==> config.mk <==
export PLATFORM = sky130hd
export DESIGN_NAME = calendar_time_difference_unit
export DESIGN_NICKNAME = d
export VERILOG_FILES = /design/src/rtl/cdu_pkg.sv /design/src/rtl/cdu_prep.sv /design/src/rtl/cdu_daynum.sv /design/src/rtl/cdu_scale.sv /design/src/rtl/calendar_time_difference_unit.sv
export SDC_FILE = /design/constraint.sdc
export NUM_CORES = 2
export LEC_CHECK = 0
export BUFFER_PORTS_ARGS = -buffer_cell sky130_fd_sc_hd__buf_4
export CORE_MARGIN = 2
export CORE_UTILIZATION = 33
export CTS_CLUSTER_SIZE = 12
export DETAILED_ROUTE_END_ITERATION = 7
export PLACE_DENSITY_LB_ADDON = 0.12
export SYNTH_ARGS = -nofsm -noshare
export SYNTH_HDL_FRONTEND = slang
export SYNTH_SLANG_ARGS = --single-unit
==> constraint.sdc <==
create_clock -name clk -period 11.22 [get_ports clk]
set_input_delay 1.122 -clock clk [delete_from_list [all_inputs] [get_ports clk]]
set_output_delay 1.122 -clock clk [all_outputs]
set_load 0.02 [all_outputs]
==> src/rtl/cdu_pkg.sv <==
// ----------------------------------------------------------------------------
// cdu_pkg
// Types, widths and tables shared by the calendar time difference pipeline.
// ----------------------------------------------------------------------------
package cdu_pkg;

  // input field widths
  localparam int YEAR_W   = 14;
  localparam int MONTH_W  = 4;
  localparam int DAY_W    = 5;
  localparam int HOUR_W   = 5;
  localparam int MINUTE_W = 6;
  localparam int SECOND_W = 6;

  // result field widths
  localparam int DIFF_W = 40;
  localparam int UNIT_W = 4;

  // internal year, wide enough for any year ceiling
  localparam int Y_W = 16;
  localparam logic [Y_W-1:0] MAX_YEAR = 16'd9999;

  // century count ceil(y/100) = floor((y+99)/100) by reciprocal multiply
  localparam int X_W = Y_W + 1;
  localparam logic [X_W-1:0] CENT_BIAS = 17'd99;
  localparam logic [X_W-1:0] DIV100_K  = 17'd83887;
  localparam int DIV100_SH = 23;
  localparam int P_W = 2 * X_W;
  localparam int Q_W = P_W - DIV100_SH;

  // small divide by three of an hour offset
  localparam int QP_W = HOUR_W + 4;
  localparam logic [QP_W-1:0] DIV3_K = 9'd11;
  localparam int DIV3_SH = 5;
  localparam int Q3_W = QP_W - DIV3_SH;

  localparam int DOY_W = 9;
  localparam logic [DOY_W-1:0] DAYS_PER_YEAR = 9'd365;
  localparam logic [MONTH_W-1:0] MONTH_FEB = 4'd2;

  localparam int DN_W   = 25;
  localparam int DAYS_W = DN_W + 1;
  localparam int HR_W   = 31;
  localparam int MN_W   = 37;
  localparam int SC_W   = 42;

  localparam int YD_W  = Y_W + 1;
  localparam int MD_W  = 21;
  localparam int DM_W  = MONTH_W + 1;
  localparam int DH_W  = HOUR_W + 1;
  localparam int DMI_W = MINUTE_W + 1;
  localparam int DS_W  = SECOND_W + 1;

  typedef enum logic [UNIT_W-1:0] {
    UNIT_YEAR   = 4'd0,
    UNIT_MONTH  = 4'd1,
    UNIT_DAY    = 4'd2,
    UNIT_12H    = 4'd3,
    UNIT_6H     = 4'd4,
    UNIT_3H     = 4'd5,
    UNIT_HOUR   = 4'd6,
    UNIT_MINUTE = 4'd7,
    UNIT_SECOND = 4'd8
  } unit_t;

  typedef struct packed {
    logic [YEAR_W-1:0]   year;
    logic [MONTH_W-1:0]  month;
    logic [DAY_W-1:0]    day;
    logic [HOUR_W-1:0]   hour;
    logic [MINUTE_W-1:0] minute;
    logic [SECOND_W-1:0] second;
  } stamp_t;

  // comparisons and field differences that ride along to the final select
  typedef struct packed {
    logic                    eq_m;
    logic                    eq_d;
    logic                    eq_h;
    logic                    eq_n;
    logic                    eq_s;
    logic signed [YD_W-1:0]  ydiff;
    logic signed [MD_W-1:0]  mdiff;
    logic signed [DH_W-1:0]  dh;
    logic signed [DMI_W-1:0] dmi;
    logic signed [DS_W-1:0]  ds;
  } ctx_t;

  typedef struct packed {
    ctx_t              ctx;
    logic [Y_W-1:0]    ya;
    logic [Y_W-1:0]    yb;
    logic [P_W-1:0]    pa;
    logic [P_W-1:0]    pb;
    logic [DN_W-1:0]   y365a;
    logic [DN_W-1:0]   y365b;
    logic [DOY_W-1:0]  doya;
    logic [DOY_W-1:0]  doyb;
    logic              late_a;
    logic              late_b;
  } prep_t;

  typedef struct packed {
    ctx_t                     ctx;
    logic signed [DAYS_W-1:0] days;
  } days_t;

  // days before the first of the month, month saturated to 1..12
  function automatic logic [DOY_W-1:0] days_before(input logic [MONTH_W-1:0] month);
    logic [DOY_W-1:0] d;
    unique case (month) inside
      4'd0, 4'd1:          d = 9'd0;
      4'd2:                d = 9'd31;
      4'd3:                d = 9'd59;
      4'd4:                d = 9'd90;
      4'd5:                d = 9'd120;
      4'd6:                d = 9'd151;
      4'd7:                d = 9'd181;
      4'd8:                d = 9'd212;
      4'd9:                d = 9'd243;
      4'd10:               d = 9'd273;
      4'd11:               d = 9'd304;
      4'd12, [4'd13:4'd15]: d = 9'd334;
      default:             d = 9'd0;
    endcase
    return d;
  endfunction

endpackage

==> src/rtl/cdu_prep.sv <==
// ----------------------------------------------------------------------------
// cdu_prep
// First stage: saturate years, compare fields, start the day-number sums.
// ----------------------------------------------------------------------------
module cdu_prep (
  input  logic             clk,
  input  logic             rst_n,
  input  logic             up_valid,
  output logic             up_ready,
  input  cdu_pkg::stamp_t  stamp_a,
  input  cdu_pkg::stamp_t  stamp_b,
  output logic             dn_valid,
  input  logic             dn_ready,
  output cdu_pkg::prep_t   dn_data
);

  logic [cdu_pkg::Y_W-1:0]            ya;
  logic [cdu_pkg::Y_W-1:0]            yb;
  logic [cdu_pkg::X_W-1:0]            xa;
  logic [cdu_pkg::X_W-1:0]            xb;
  logic signed [cdu_pkg::DM_W-1:0]    dm;
  cdu_pkg::prep_t                     prep_nxt;
  cdu_pkg::prep_t                     prep_r;
  logic                               v_r;

  assign ya = ({2'b00, stamp_a.year} > cdu_pkg::MAX_YEAR) ? cdu_pkg::MAX_YEAR
                                                          : cdu_pkg::Y_W'(stamp_a.year);
  assign yb = ({2'b00, stamp_b.year} > cdu_pkg::MAX_YEAR) ? cdu_pkg::MAX_YEAR
                                                          : cdu_pkg::Y_W'(stamp_b.year);
  assign xa = cdu_pkg::X_W'(ya) + cdu_pkg::CENT_BIAS;
  assign xb = cdu_pkg::X_W'(yb) + cdu_pkg::CENT_BIAS;
  assign dm = $signed({1'b0, stamp_a.month}) - $signed({1'b0, stamp_b.month});

  always_comb begin
    prep_nxt.ctx.eq_m  = (stamp_a.month == stamp_b.month);
    prep_nxt.ctx.eq_d  = (stamp_a.day == stamp_b.day);
    prep_nxt.ctx.eq_h  = (stamp_a.hour == stamp_b.hour);
    prep_nxt.ctx.eq_n  = (stamp_a.minute == stamp_b.minute);
    prep_nxt.ctx.eq_s  = (stamp_a.second == stamp_b.second);
    prep_nxt.ctx.ydiff = $signed({1'b0, ya}) - $signed({1'b0, yb});
    prep_nxt.ctx.mdiff = (cdu_pkg::MD_W'(prep_nxt.ctx.ydiff) <<< 3)
                       + (cdu_pkg::MD_W'(prep_nxt.ctx.ydiff) <<< 2)
                       + cdu_pkg::MD_W'(dm);
    prep_nxt.ctx.dh    = $signed({1'b0, stamp_a.hour}) - $signed({1'b0, stamp_b.hour});
    prep_nxt.ctx.dmi   = $signed({1'b0, stamp_a.minute}) - $signed({1'b0, stamp_b.minute});
    prep_nxt.ctx.ds    = $signed({1'b0, stamp_a.second}) - $signed({1'b0, stamp_b.second});
    prep_nxt.ya        = ya;
    prep_nxt.yb        = yb;
    prep_nxt.pa        = cdu_pkg::P_W'(xa) * cdu_pkg::P_W'(cdu_pkg::DIV100_K);
    prep_nxt.pb        = cdu_pkg::P_W'(xb) * cdu_pkg::P_W'(cdu_pkg::DIV100_K);
    prep_nxt.y365a     = cdu_pkg::DN_W'(ya) * cdu_pkg::DN_W'(cdu_pkg::DAYS_PER_YEAR);
    prep_nxt.y365b     = cdu_pkg::DN_W'(yb) * cdu_pkg::DN_W'(cdu_pkg::DAYS_PER_YEAR);
    prep_nxt.doya      = cdu_pkg::days_before(stamp_a.month)
                       + cdu_pkg::DOY_W'(stamp_a.day);
    prep_nxt.doyb      = cdu_pkg::days_before(stamp_b.month)
                       + cdu_pkg::DOY_W'(stamp_b.day);
    prep_nxt.late_a    = (stamp_a.month > cdu_pkg::MONTH_FEB);
    prep_nxt.late_b    = (stamp_b.month > cdu_pkg::MONTH_FEB);
  end

  assign up_ready = !v_r || dn_ready;

  always_ff @(posedge clk) begin
    if (!rst_n) begin
      v_r <= 1'b0;
    end else if (up_ready) begin
      v_r <= up_valid;
    end
  end

  always_ff @(posedge clk) begin
    if (up_ready) begin
      prep_r <= prep_nxt;
    end
  end

  assign dn_valid = v_r;
  assign dn_data  = prep_r;

endmodule

==> src/rtl/cdu_daynum.sv <==
// ----------------------------------------------------------------------------
// cdu_daynum
// Two stages: finish leap counts and day numbers, then take the day difference.
// ----------------------------------------------------------------------------
module cdu_daynum (
  input  logic            clk,
  input  logic            rst_n,
  input  logic            up_valid,
  output logic            up_ready,
  input  cdu_pkg::prep_t  up_data,
  output logic            dn_valid,
  input  logic            dn_ready,
  output cdu_pkg::days_t  dn_data
);

  // day number without the leap-day correction for March onwards
  function automatic logic [cdu_pkg::DN_W-1:0] base_of(
    input logic [cdu_pkg::Y_W-1:0]   y,
    input logic [cdu_pkg::P_W-1:0]   p,
    input logic [cdu_pkg::DN_W-1:0]  y365,
    input logic [cdu_pkg::DOY_W-1:0] doy
  );
    logic [cdu_pkg::DN_W-1:0] q;
    logic [cdu_pkg::DN_W-1:0] leaps;
    q     = cdu_pkg::DN_W'(p[cdu_pkg::P_W-1:cdu_pkg::DIV100_SH]);
    leaps = ((cdu_pkg::DN_W'(y) + cdu_pkg::DN_W'(3)) >> 2) - q
          + ((q + cdu_pkg::DN_W'(3)) >> 2);
    return y365 + leaps + cdu_pkg::DN_W'(doy);
  endfunction

  // q is ceil(y/100), so y is a whole century exactly when q*100 == y
  function automatic logic leap_of(
    input logic [cdu_pkg::Y_W-1:0] y,
    input logic [cdu_pkg::P_W-1:0] p
  );
    logic [cdu_pkg::Q_W-1:0] q;
    logic                    cent;
    q    = p[cdu_pkg::P_W-1:cdu_pkg::DIV100_SH];
    cent = (cdu_pkg::DN_W'(q) * cdu_pkg::DN_W'(100) == cdu_pkg::DN_W'(y));
    return (y[1:0] == 2'b00) && (!cent || (q[1:0] == 2'b00));
  endfunction

  logic                        v2_r;
  logic                        v3_r;
  logic                        rdy2;
  logic                        rdy3;
  cdu_pkg::ctx_t               ctx2_r;
  logic [cdu_pkg::DN_W-1:0]    basea_r;
  logic [cdu_pkg::DN_W-1:0]    baseb_r;
  logic                        adja_r;
  logic                        adjb_r;
  logic [cdu_pkg::DN_W-1:0]    basea_nxt;
  logic [cdu_pkg::DN_W-1:0]    baseb_nxt;
  logic                        adja_nxt;
  logic                        adjb_nxt;
  logic [cdu_pkg::DN_W-1:0]    dna;
  logic [cdu_pkg::DN_W-1:0]    dnb;
  cdu_pkg::days_t              days_nxt;
  cdu_pkg::days_t              days_r;

  assign rdy3     = !v3_r || dn_ready;
  assign rdy2     = !v2_r || rdy3;
  assign up_ready = rdy2;

  assign basea_nxt = base_of(up_data.ya, up_data.pa, up_data.y365a, up_data.doya);
  assign baseb_nxt = base_of(up_data.yb, up_data.pb, up_data.y365b, up_data.doyb);
  assign adja_nxt  = leap_of(up_data.ya, up_data.pa) && up_data.late_a;
  assign adjb_nxt  = leap_of(up_data.yb, up_data.pb) && up_data.late_b;

  assign dna = basea_r + cdu_pkg::DN_W'(adja_r);
  assign dnb = baseb_r + cdu_pkg::DN_W'(adjb_r);

  always_comb begin
    days_nxt.ctx  = ctx2_r;
    days_nxt.days = $signed({1'b0, dna}) - $signed({1'b0, dnb});
  end

  always_ff @(posedge clk) begin
    if (!rst_n) begin
      v2_r <= 1'b0;
      v3_r <= 1'b0;
    end else begin
      if (rdy2) begin
        v2_r <= up_valid;
      end
      if (rdy3) begin
        v3_r <= v2_r;
      end
    end
  end

  always_ff @(posedge clk) begin
    if (rdy2) begin
      ctx2_r  <= up_data.ctx;
      basea_r <= basea_nxt;
      baseb_r <= baseb_nxt;
      adja_r  <= adja_nxt;
      adjb_r  <= adjb_nxt;
    end
    if (rdy3) begin
      days_r <= days_nxt;
    end
  end

  assign dn_valid = v3_r;
  assign dn_data  = days_r;

endmodule

==> src/rtl/cdu_scale.sv <==
// ----------------------------------------------------------------------------
// cdu_scale
// Three stages: hours and hour units, minutes, then seconds and unit select.
// ----------------------------------------------------------------------------
module cdu_scale (
  input  logic                             clk,
  input  logic                             rst_n,
  input  logic                             up_valid,
  output logic                             up_ready,
  input  cdu_pkg::days_t                   up_data,
  output logic                             dn_valid,
  input  logic                             dn_ready,
  output logic signed [cdu_pkg::DIFF_W-1:0] dn_diff,
  output cdu_pkg::unit_t                   dn_unit
);

  logic v4_r;
  logic v5_r;
  logic v6_r;
  logic rdy4;
  logic rdy5;
  logic rdy6;

  // stage 4
  logic signed [cdu_pkg::DAYS_W-1:0] days4;
  logic signed [cdu_pkg::DH_W-1:0]   dh4;
  logic                              neg4;
  logic [cdu_pkg::HOUR_W-1:0]        adh;
  logic [cdu_pkg::QP_W-1:0]          q3p;
  logic [cdu_pkg::Q3_W-1:0]          q3;
  logic                              d3;
  logic                              d6;
  logic                              d12;
  logic [cdu_pkg::Q3_W-1:0]          qsel;
  logic signed [cdu_pkg::HR_W-1:0]   hbase;
  logic signed [cdu_pkg::HR_W-1:0]   qx;
  logic signed [cdu_pkg::HR_W-1:0]   hours_nxt;
  logic signed [cdu_pkg::HR_W-1:0]   hcand_nxt;
  cdu_pkg::unit_t                    hunit_nxt;

  cdu_pkg::ctx_t                     ctx4_r;
  logic signed [cdu_pkg::DAYS_W-1:0] days4_r;
  logic signed [cdu_pkg::HR_W-1:0]   hours_r;
  logic signed [cdu_pkg::HR_W-1:0]   hcand4_r;
  cdu_pkg::unit_t                    hunit4_r;

  // stage 5
  logic signed [cdu_pkg::MN_W-1:0]   mins_nxt;
  cdu_pkg::ctx_t                     ctx5_r;
  logic signed [cdu_pkg::DAYS_W-1:0] days5_r;
  logic signed [cdu_pkg::HR_W-1:0]   hcand5_r;
  cdu_pkg::unit_t                    hunit5_r;
  logic signed [cdu_pkg::MN_W-1:0]   mins_r;

  // stage 6
  logic signed [cdu_pkg::SC_W-1:0]   secs;
  logic signed [cdu_pkg::DIFF_W-1:0] diff_nxt;
  cdu_pkg::unit_t                    unit_nxt;
  logic signed [cdu_pkg::DIFF_W-1:0] diff_r;
  cdu_pkg::unit_t                    unit_r;

  assign rdy6     = !v6_r || dn_ready;
  assign rdy5     = !v5_r || rdy6;
  assign rdy4     = !v4_r || rdy5;
  assign up_ready = rdy4;

  // hours = 24*days + dh; divisibility by 3, 6 and 12 depends on dh alone
  assign days4 = up_data.days;
  assign dh4   = up_data.ctx.dh;
  assign neg4  = dh4[cdu_pkg::DH_W-1];
  assign adh   = neg4 ? cdu_pkg::HOUR_W'(-dh4) : cdu_pkg::HOUR_W'(dh4);
  assign q3p   = cdu_pkg::QP_W'(adh) * cdu_pkg::DIV3_K;
  assign q3    = q3p[cdu_pkg::QP_W-1:cdu_pkg::DIV3_SH];
  assign d3    = (adh == ({1'b0, q3} + {q3, 1'b0}));
  assign d6    = d3 && !adh[0];
  assign d12   = d3 && (adh[1:0] == 2'b00);

  assign hours_nxt = (cdu_pkg::HR_W'(days4) <<< 4) + (cdu_pkg::HR_W'(days4) <<< 3)
                   + cdu_pkg::HR_W'(dh4);

  always_comb begin
    if (d12) begin
      hbase     = cdu_pkg::HR_W'(days4) <<< 1;
      qsel      = q3 >> 2;
      hunit_nxt = cdu_pkg::UNIT_12H;
    end else if (d6) begin
      hbase     = cdu_pkg::HR_W'(days4) <<< 2;
      qsel      = q3 >> 1;
      hunit_nxt = cdu_pkg::UNIT_6H;
    end else if (d3) begin
      hbase     = cdu_pkg::HR_W'(days4) <<< 3;
      qsel      = q3;
      hunit_nxt = cdu_pkg::UNIT_3H;
    end else begin
      hbase     = hours_nxt;
      qsel      = '0;
      hunit_nxt = cdu_pkg::UNIT_HOUR;
    end
    qx        = $signed(cdu_pkg::HR_W'(qsel));
    hcand_nxt = hbase + (neg4 ? -qx : qx);
  end

  assign mins_nxt = (cdu_pkg::MN_W'(hours_r) <<< 6) - (cdu_pkg::MN_W'(hours_r) <<< 2)
                  + cdu_pkg::MN_W'(ctx4_r.dmi);

  assign secs = (cdu_pkg::SC_W'(mins_r) <<< 6) - (cdu_pkg::SC_W'(mins_r) <<< 2)
              + cdu_pkg::SC_W'(ctx5_r.ds);

  // coarsest unit first
  always_comb begin
    if (ctx5_r.eq_m && ctx5_r.eq_d && ctx5_r.eq_h && ctx5_r.eq_n && ctx5_r.eq_s) begin
      diff_nxt = cdu_pkg::DIFF_W'(ctx5_r.ydiff);
      unit_nxt = cdu_pkg::UNIT_YEAR;
    end else if (ctx5_r.eq_d && ctx5_r.eq_h && ctx5_r.eq_n && ctx5_r.eq_s) begin
      diff_nxt = cdu_pkg::DIFF_W'(ctx5_r.mdiff);
      unit_nxt = cdu_pkg::UNIT_MONTH;
    end else if (ctx5_r.eq_h && ctx5_r.eq_n && ctx5_r.eq_s) begin
      diff_nxt = cdu_pkg::DIFF_W'(days5_r);
      unit_nxt = cdu_pkg::UNIT_DAY;
    end else if (ctx5_r.eq_n && ctx5_r.eq_s) begin
      diff_nxt = cdu_pkg::DIFF_W'(hcand5_r);
      unit_nxt = hunit5_r;
    end else if (ctx5_r.eq_s) begin
      diff_nxt = cdu_pkg::DIFF_W'(mins_r);
      unit_nxt = cdu_pkg::UNIT_MINUTE;
    end else begin
      diff_nxt = cdu_pkg::DIFF_W'(secs);
      unit_nxt = cdu_pkg::UNIT_SECOND;
    end
  end

  always_ff @(posedge clk) begin
    if (!rst_n) begin
      v4_r <= 1'b0;
      v5_r <= 1'b0;
      v6_r <= 1'b0;
    end else begin
      if (rdy4) begin
        v4_r <= up_valid;
      end
      if (rdy5) begin
        v5_r <= v4_r;
      end
      if (rdy6) begin
        v6_r <= v5_r;
      end
    end
  end

  always_ff @(posedge clk) begin
    if (rdy4) begin
      ctx4_r   <= up_data.ctx;
      days4_r  <= days4;
      hours_r  <= hours_nxt;
      hcand4_r <= hcand_nxt;
      hunit4_r <= hunit_nxt;
    end
    if (rdy5) begin
      ctx5_r   <= ctx4_r;
      days5_r  <= days4_r;
      hcand5_r <= hcand4_r;
      hunit5_r <= hunit4_r;
      mins_r   <= mins_nxt;
    end
    if (rdy6) begin
      diff_r <= diff_nxt;
      unit_r <= unit_nxt;
    end
  end

  assign dn_valid = v6_r;
  assign dn_diff  = diff_r;
  assign dn_unit  = unit_r;

endmodule

==> src/rtl/calendar_time_difference_unit.sv <==
// ----------------------------------------------------------------------------
// calendar_time_difference_unit
// Six-stage pipeline: one prep stage, two day-number stages and three scale stages.
// Throughput is one request per cycle while not stalled; each stage holds only
// while it is full and the stage after it is held, so a stalled output fills
// bubbles first. Synchronous active-low reset clears the stage valid bits only.
// ----------------------------------------------------------------------------
module calendar_time_difference_unit (
  input  logic                                clk,
  input  logic                                rst_n,
  input  logic                                in_valid,
  output logic                                in_stall,
  input  logic [cdu_pkg::YEAR_W-1:0]          in_year_a,
  input  logic [cdu_pkg::MONTH_W-1:0]         in_month_a,
  input  logic [cdu_pkg::DAY_W-1:0]           in_day_a,
  input  logic [cdu_pkg::HOUR_W-1:0]          in_hour_a,
  input  logic [cdu_pkg::MINUTE_W-1:0]        in_minute_a,
  input  logic [cdu_pkg::SECOND_W-1:0]        in_second_a,
  input  logic [cdu_pkg::YEAR_W-1:0]          in_year_b,
  input  logic [cdu_pkg::MONTH_W-1:0]         in_month_b,
  input  logic [cdu_pkg::DAY_W-1:0]           in_day_b,
  input  logic [cdu_pkg::HOUR_W-1:0]          in_hour_b,
  input  logic [cdu_pkg::MINUTE_W-1:0]        in_minute_b,
  input  logic [cdu_pkg::SECOND_W-1:0]        in_second_b,
  output logic                                out_valid,
  input  logic                                out_stall,
  output logic signed [cdu_pkg::DIFF_W-1:0]   out_difference,
  output logic [cdu_pkg::UNIT_W-1:0]          out_unit_code
);

  cdu_pkg::stamp_t stamp_a;
  cdu_pkg::stamp_t stamp_b;
  logic            prep_ready;
  logic            prep_valid;
  cdu_pkg::prep_t  prep_data;
  logic            dnum_ready;
  logic            dnum_valid;
  cdu_pkg::days_t  dnum_data;
  logic            scale_ready;
  cdu_pkg::unit_t  unit;

  assign stamp_a = {in_year_a, in_month_a, in_day_a, in_hour_a, in_minute_a, in_second_a};
  assign stamp_b = {in_year_b, in_month_b, in_day_b, in_hour_b, in_minute_b, in_second_b};

  assign in_stall = !prep_ready;

  cdu_prep u_prep (
    .clk      (clk),
    .rst_n    (rst_n),
    .up_valid (in_valid),
    .up_ready (prep_ready),
    .stamp_a  (stamp_a),
    .stamp_b  (stamp_b),
    .dn_valid (prep_valid),
    .dn_ready (dnum_ready),
    .dn_data  (prep_data)
  );

  cdu_daynum u_daynum (
    .clk      (clk),
    .rst_n    (rst_n),
    .up_valid (prep_valid),
    .up_ready (dnum_ready),
    .up_data  (prep_data),
    .dn_valid (dnum_valid),
    .dn_ready (scale_ready),
    .dn_data  (dnum_data)
  );

  cdu_scale u_scale (
    .clk      (clk),
    .rst_n    (rst_n),
    .up_valid (dnum_valid),
    .up_ready (scale_ready),
    .up_data  (dnum_data),
    .dn_valid (out_valid),
    .dn_ready (!out_stall),
    .dn_diff  (out_difference),
    .dn_unit  (unit)
  );

  assign out_unit_code = unit;

endmodule

# Word level (Yosys, flattened, before mapping)
# Cells that the tools add are included.
classes:
  add_sub_neg: 36
  mul: 7
  div_mod_pow: 0
  magnitude_cmp: 8
  eq_ne: 30
  shift: 0
  mux: 23
  n_bitwise: 0
  reduce_logical: 47
op_table:
  columns: ["op", "count"]
  rows:
  - ["2-to-1 mux 40 bit", 5]
  - ["case mux 9 bit (11 select lines)", 2]
  - ["2-to-1 mux 31 bit", 4]
  - ["multiplier 17 x 17 -> 34 bit, second input constant", 2]
  - ["adder 25 x 1 -> 25 bit", 2]
  - ["adder 25 x 23 -> 25 bit", 2]
  - ["adder 25 bit", 2]
  - ["adder 25 x 9 -> 25 bit", 2]
  - ["multiplier 16 x 9 -> 25 bit, second input constant", 2]
  - ["subtractor 23 x 11 -> 24 bit", 2]
  - ["adder 40 x 7 -> 40 bit", 1]
  - ["equality test 4 bit, second input constant", 10]
  - ["subtractor 40 x 39 -> 40 bit", 1]
  - ["adder 37 x 7 -> 37 bit", 1]
  - ["subtractor 37 x 33 -> 37 bit", 1]
  - ["equality test 18 x 16 -> 1 bit", 2]
  - ["adder 16 x 2 -> 17 bit, second input constant", 2]
  - ["adder 16 x 7 -> 17 bit, second input constant", 2]
  - ["equality test 4 x 3 -> 1 bit, second input constant", 8]
  - ["multiplier 11 x 5 -> 16 bit, second input constant", 2]
  - ["adder 30 x 29 -> 31 bit", 1]
  - ["adder 31 bit", 1]
  - ["adder 31 x 6 -> 31 bit", 1]
  - ["negator 4 -> 31 bit", 1]
  - ["other kinds (31)", 92]
totals:
  reg_bits: 784
  latchBits: 0
  ramBits: 0
  romBits: 0
  in_bits: 84
  out_inout_bits: 46
  word_cells: 232
  n_memories: 0

# Depth between registers and ports, before layout
depth:
  depth_word: 11
  depth_mapped: 40
  depth_no_buf: 38

# Modules after synthesis
# A second synthesis with hierarchy kept.
hier_totals:
  hier_cells: 6005
  area_unflattened_um2: 64206.6
modules_own_cells:
  columns: ["module", "instances", "cells_each", "area_per_inst_um2", "seq_area_each_um2"]
  rows:
  - ["cdu_prep", 1, 2436, 25537.0, 6416.2]
  - ["cdu_scale", 1, 2033, 22338.9, 10239.8]
  - ["cdu_daynum", 1, 1534, 16323.2, 6165.9]
  - ["calendar_time_difference_unit", 1, 2, 7.5, 0.0]

# Least setup slack after synthesis
# No wires, ideal clock.
synth_path:
  path_type: "input to register"
  startpoint: "input in_year_a[5] (netlist name)"
  endpoint: "register u_prep.prep_r, in the netlist u_prep.dn_data[136] (data pin)"
  setup_ns: 0.259
  arrival_ns: 9.370
  required_time_ns: 10.961
  path_slack_ns: 1.591
  stages: 33
  path_buffers: 1
  path_cell_list: "or2_2 nor3_1 nor2_1 o31ai_2 clkbuf_1 nand2b_1 inv_1 ha_1 a21oi_1 nor3b_2 a21oi_1 nor3b_1 nand3_1 o21ai_0 ha_1 ha_1 fa_1 fa_1 fa_1 inv_1 fa_1 inv_1 ha_1 a21o_1 a21o_1 a21o_1 a21oi_1 a21oi_1 a41o_1 o221a_2 o21ai_1 a21boi_1 o31a_1"
synth_rtl:
  columns: ["element", "line", "text"]
  rows:
  - ["start, declared", "calendar_time_difference_unit.sv:13", "input logic [cdu_pkg::YEAR_W-1:0] in_year_a,"]
  - ["end signal, assigned", "cdu_prep.sv:73", "prep_r <= prep_nxt;"]
  - ["end, declared", "cdu_prep.sv:23", "cdu_pkg::prep_t prep_r;"]

==> results.md <==
Routing:
- After detailed routing, the met2 layer carries 79300 um of wire.
- The final wirelength is 157000 um.
- The initial detailed-routing violation count is 1889.
- In the routed layout, each cell is associated on average with a via count of 4.70.
- The count of nets left with antenna violations once routing finished came out at 0.
- The met1 wire length is 69000 um.
- The detailed-routing iteration count for the pre-antenna-repair pass is 5.
- The highest metal layer with signal wires is met4.
- The met3 wire length is 3760 um.
- Dividing the detail-routed wire length by the instance count gives 18.8 um.
- The overall via count from detail_route is 39.2k.
- The remaining routing DRC violations is 0.

Synth:
- After synthesis, the mean cell area works out to 10.9 sq um.
- For this run, the register share of the synthesized area comes to 0.352.
- The synthesized design contains 710 enable-type register cells.
- The cell area that synthesis handed to floorplanning was 60900 sq um.
- The commonest cells after synthesis are sky130_fd_sc_hd__inv_1 (1059), sky130_fd_sc_hd__ha_1 (854), sky130_fd_sc_hd__edfxtp_1 (710).
- The share of synthesized registers carrying an async set or reset is 0.
- The cell type contributing the most total cell area after synthesis is sky130_fd_sc_hd__edfxtp_1.
- The most repeated cell in the gate-level netlist after synthesis is sky130_fd_sc_hd__inv_1.
- Yosys mapped the design onto 91 distinct sky130hd cell types.
- By area the synthesized netlist is led by sky130_fd_sc_hd__edfxtp_1 (35%), sky130_fd_sc_hd__ha_1 (18%), sky130_fd_sc_hd__fa_1 (15%).
- The number of warning messages in the yosys log is 0.
- The dominant register cell in the synthesized netlist is sky130_fd_sc_hd__edfxtp_1.
- In this run, synthesis produced a sequential element count of 716.
- The area share of the largest cell type after synthesis is 0.350.
- In the synthesized netlist, the number of instances is 5570.

Run:
- The tool flagged a number of max-cap violations equal to 0.

Timing:
- The worst relative slew slack is 0.199.
- Setup violations remaining at the end of the flow were counted as 0.
- The peak clock frequency supported by timing is 104 MHz.
- The worst clock skew on the final layout is 79.8 ps.
- The max-slew violation count is 0.
- Setup slack closes at 1630 ps.
- The minimum period implied by the final worst setup slack is 9590 ps.
- The final period utilization is 0.855.
- The measured slew at the worst slew-check pin is 1190 ps.
- Summed over all failing endpoints, the final setup total negative slack is 0 ps.
- Setup repair after global routing left no endpoint under its margin.
- The number of hold-slack violations in the final timing report came to 0.

Clock network:
- In this run, post-CTS repair resized a total of 0 instances.
- The post-CTS setup-driven buffer insertion count is 0.
- CTS saw 716 sinks.
- The H-tree level count is 3.
- Clock tree synthesis inserted a total of 89 buffers.
- The number of buffers inserted by hold repair at cts is 0.
- The cell sitting at the root of the clock tree is a sky130_fd_sc_hd__clkbuf_16.
- The clock tree from TritonCTS is yes.
- The clock input transition at the sequential cells of the worst setup and hold paths is 60 ps.
- The maximum buffer depth of the clock tree is 3.
- For the worst-skew pair, the clock arrives at the later sink with an insertion delay of 730 ps.

Die:
- Pin placement for this block handled 130 I/O pins.
- The initial standard-cell utilization of the core is 0.332.
- The die outline width is 434 um.
- The row count is 157.
- The standard cell core area is 183000 sq um.
- The height of the die is 434 um.
- The die covers 188000 sq um.

Worst setup path:
- The largest single stage delay on the critical path is 550 ps.
- The critical path buffer and inverter count is 5.
- The end of the worst register-to-register path is u_scale.hcand4_r[30].
- The kind of cell adding the most delay to the critical path is adder cells.
- The worst endpoint data arrival time is 10040 ps.
- The worst register-to-register path has a depth of 36.
- STA classifies the critical path startpoint as an input port.
- Along the worst path, the maximum fanout reaches 14.
- The kind of capture point of the worst setup path is a register.
- The most used cell along the critical path is sky130_fd_sc_hd__fa_1.
- The termination of the worst setup path is u_prep.dn_data[102].
- The start point of the critical path is in_year_b[4].
- By startpoint and endpoint, the worst setup path is classified as input port to register.
- The critical path runs through a total of 33 cells.
- The launching point of the worst reg2reg path is u_daynum.dn_data[41].
- The cell type of the slowest stage on the worst timing path is sky130_fd_sc_hd__ha_1.
- The data required time at the worst endpoint is 11670 ps.
- For flop-to-flop paths, the worst setup slack is 1840 ps.

Cells and area:
- The ratio of cells with drive above 1 in the final layout is 0.0624.
- The number of inserted filler cells in the final layout is 18.3k.
- The finished cells cover 68200 sq um.
- At the end of the flow, the number of nets in the layout was 7196.
- The synthesis-to-finish area growth is 11.9%.

Global route:
- The initial antenna violation count is 6.
- The total overflow left after global routing is 0.
- Entering global routing, the biggest net connects 82 pins.
- The all-layer global routing usage is 0.170.
- The wire length of the first global-routing pass is 244000 um.
- The number of global-route vias before repair is 41.2k.

Placed design:
- The post-placement cell area is 65200 sq um.
- Prior to clock tree synthesis, the placed netlist has a worst setup slack of 905 ps.
- The number of port buffers is 129.
- The HPWL after detailed placement is 129000 um.
- Routability-driven placement finished with a final weighted congestion of 0.872.

Outcome:
- The run finished with clean final reports.

Min path:
- The kind of path behind the tightest hold check is register to register.
-- placed cells by master (no fill, tap or decap), types with 18 or more instances in the layout --
cell / netlist / routed
sky130_fd_sc_hd__inv_1: 1059 / 1057
sky130_fd_sc_hd__ha_1: 854 / 854
sky130_fd_sc_hd__edfxtp_1: 710 / 710
sky130_fd_sc_hd__fa_1: 464 / 464
sky130_fd_sc_hd__xnor2_1: 316 / 316
sky130_fd_sc_hd__a21oi_1: 299 / 299
sky130_fd_sc_hd__nor2_1: 242 / 242
sky130_fd_sc_hd__nand2_1: 214 / 211
sky130_fd_sc_hd__buf_4: 0 / 172
sky130_fd_sc_hd__o21ai_0: 166 / 165
sky130_fd_sc_hd__xor2_1: 137 / 137
sky130_fd_sc_hd__a21o_1: 136 / 136
sky130_fd_sc_hd__nand3_1: 92 / 91
sky130_fd_sc_hd__clkbuf_16: 0 / 89
sky130_fd_sc_hd__nor3_1: 79 / 79
sky130_fd_sc_hd__nand2b_1: 76 / 76
sky130_fd_sc_hd__nor2b_1: 60 / 60
sky130_fd_sc_hd__o21a_1: 57 / 57
sky130_fd_sc_hd__a31oi_1: 40 / 40
sky130_fd_sc_hd__o21bai_1: 39 / 39
sky130_fd_sc_hd__and3_1: 37 / 37
sky130_fd_sc_hd__nand4_1: 34 / 34
sky130_fd_sc_hd__o22ai_1: 34 / 34
sky130_fd_sc_hd__o211ai_1: 30 / 30
sky130_fd_sc_hd__a211oi_1: 26 / 26
sky130_fd_sc_hd__mux2i_1: 23 / 23
sky130_fd_sc_hd__conb_1: 2 / 23
sky130_fd_sc_hd__a21boi_0: 22 / 22
sky130_fd_sc_hd__o21ai_1: 20 / 21
sky130_fd_sc_hd__or3_1: 19 / 19
sky130_fd_sc_hd__a221o_1: 18 / 18
-- cell families after synthesis --
logic type	share of synthesized area
compound gates	0.108
flops	0.352
buf+inv	0.0693
xor+xnor	0.0651
other cells	0.000123
simple gates	0.0737
mux	0.00433
fa+ha+maj	0.328
-- worst min path at each step --
stage                          from                   end  slack, ps  depth (start not counted)
2_1_floorplan   u_prep.dn_data[170]    u_daynum.ctx2_r[0]        400                          0
3_3_place_gp   u_scale.hcand4_r[26]  u_scale.hcand5_r[26]        400                          0
3_5_place_dp    u_prep.dn_data[195]   u_daynum.ctx2_r[25]        400                          0
4_1_cts         u_scale.hcand4_r[5]   u_scale.hcand5_r[5]        400                          0
5_1_grt         u_scale.hcand4_r[5]   u_scale.hcand5_r[5]        410                          0
6_report        u_daynum.ctx2_r[18]  u_daynum.dn_data[44]        410                          0
-- registers in the layout, summed over array words and instances, names as in the netlist, 3 cells and up --
name,cells
u_scale.ctx5_r,48
u_scale.hunit4_r,3
u_scale.hunit5_r,3
u_scale.days4_r,26
u_daynum.dn_data,87
u_daynum.basea_r,25
u_scale.hcand5_r,31
u_scale.mins_r,37
u_scale.dn_diff,40
u_scale.days5_r,26
u_daynum.ctx2_r,61
u_scale.dn_unit,4
u_scale.ctx4_r,55
u_scale.hours_r,31
u_prep.dn_data,175
u_scale.hcand4_r,31
u_daynum.baseb_r,25
-- per-stage QoR --
step           instances  hold slack, ps  utilization
6_report            8331             406        0.372
2_1_floorplan       5591             400            -
4_1_cts             8329             397        0.372
3_3_place_gp        8167             401        0.356
3_5_place_dp        8167             405        0.356
5_1_grt             8330             408        0.372
-- metal layers --
layer  GRT usage  up-vias
met1       0.212    18900
li1            -    19500
met2       0.306      515
met5           0        -
met3      0.0184      190
met4      0.0512        0
-- final cells by class --
type	count	area, sq um	area share
Clock buffer	106	2310	0.0339
Inverter	1062	3990	0.0586
Timing Repair Buffer	172	1290	0.0189
Clock inverter	56	657	0.00964
Multi-Input combinational cell	3753	35400	0.519
Tap cell	2464	3080	0.0452
Sequential cell	716	21400	0.315
Antenna cell	2	5.00	0.0000734
Power is not shown: default switching activity piles up to over one toggle a cycle in this logic, so the estimate is an artifact.
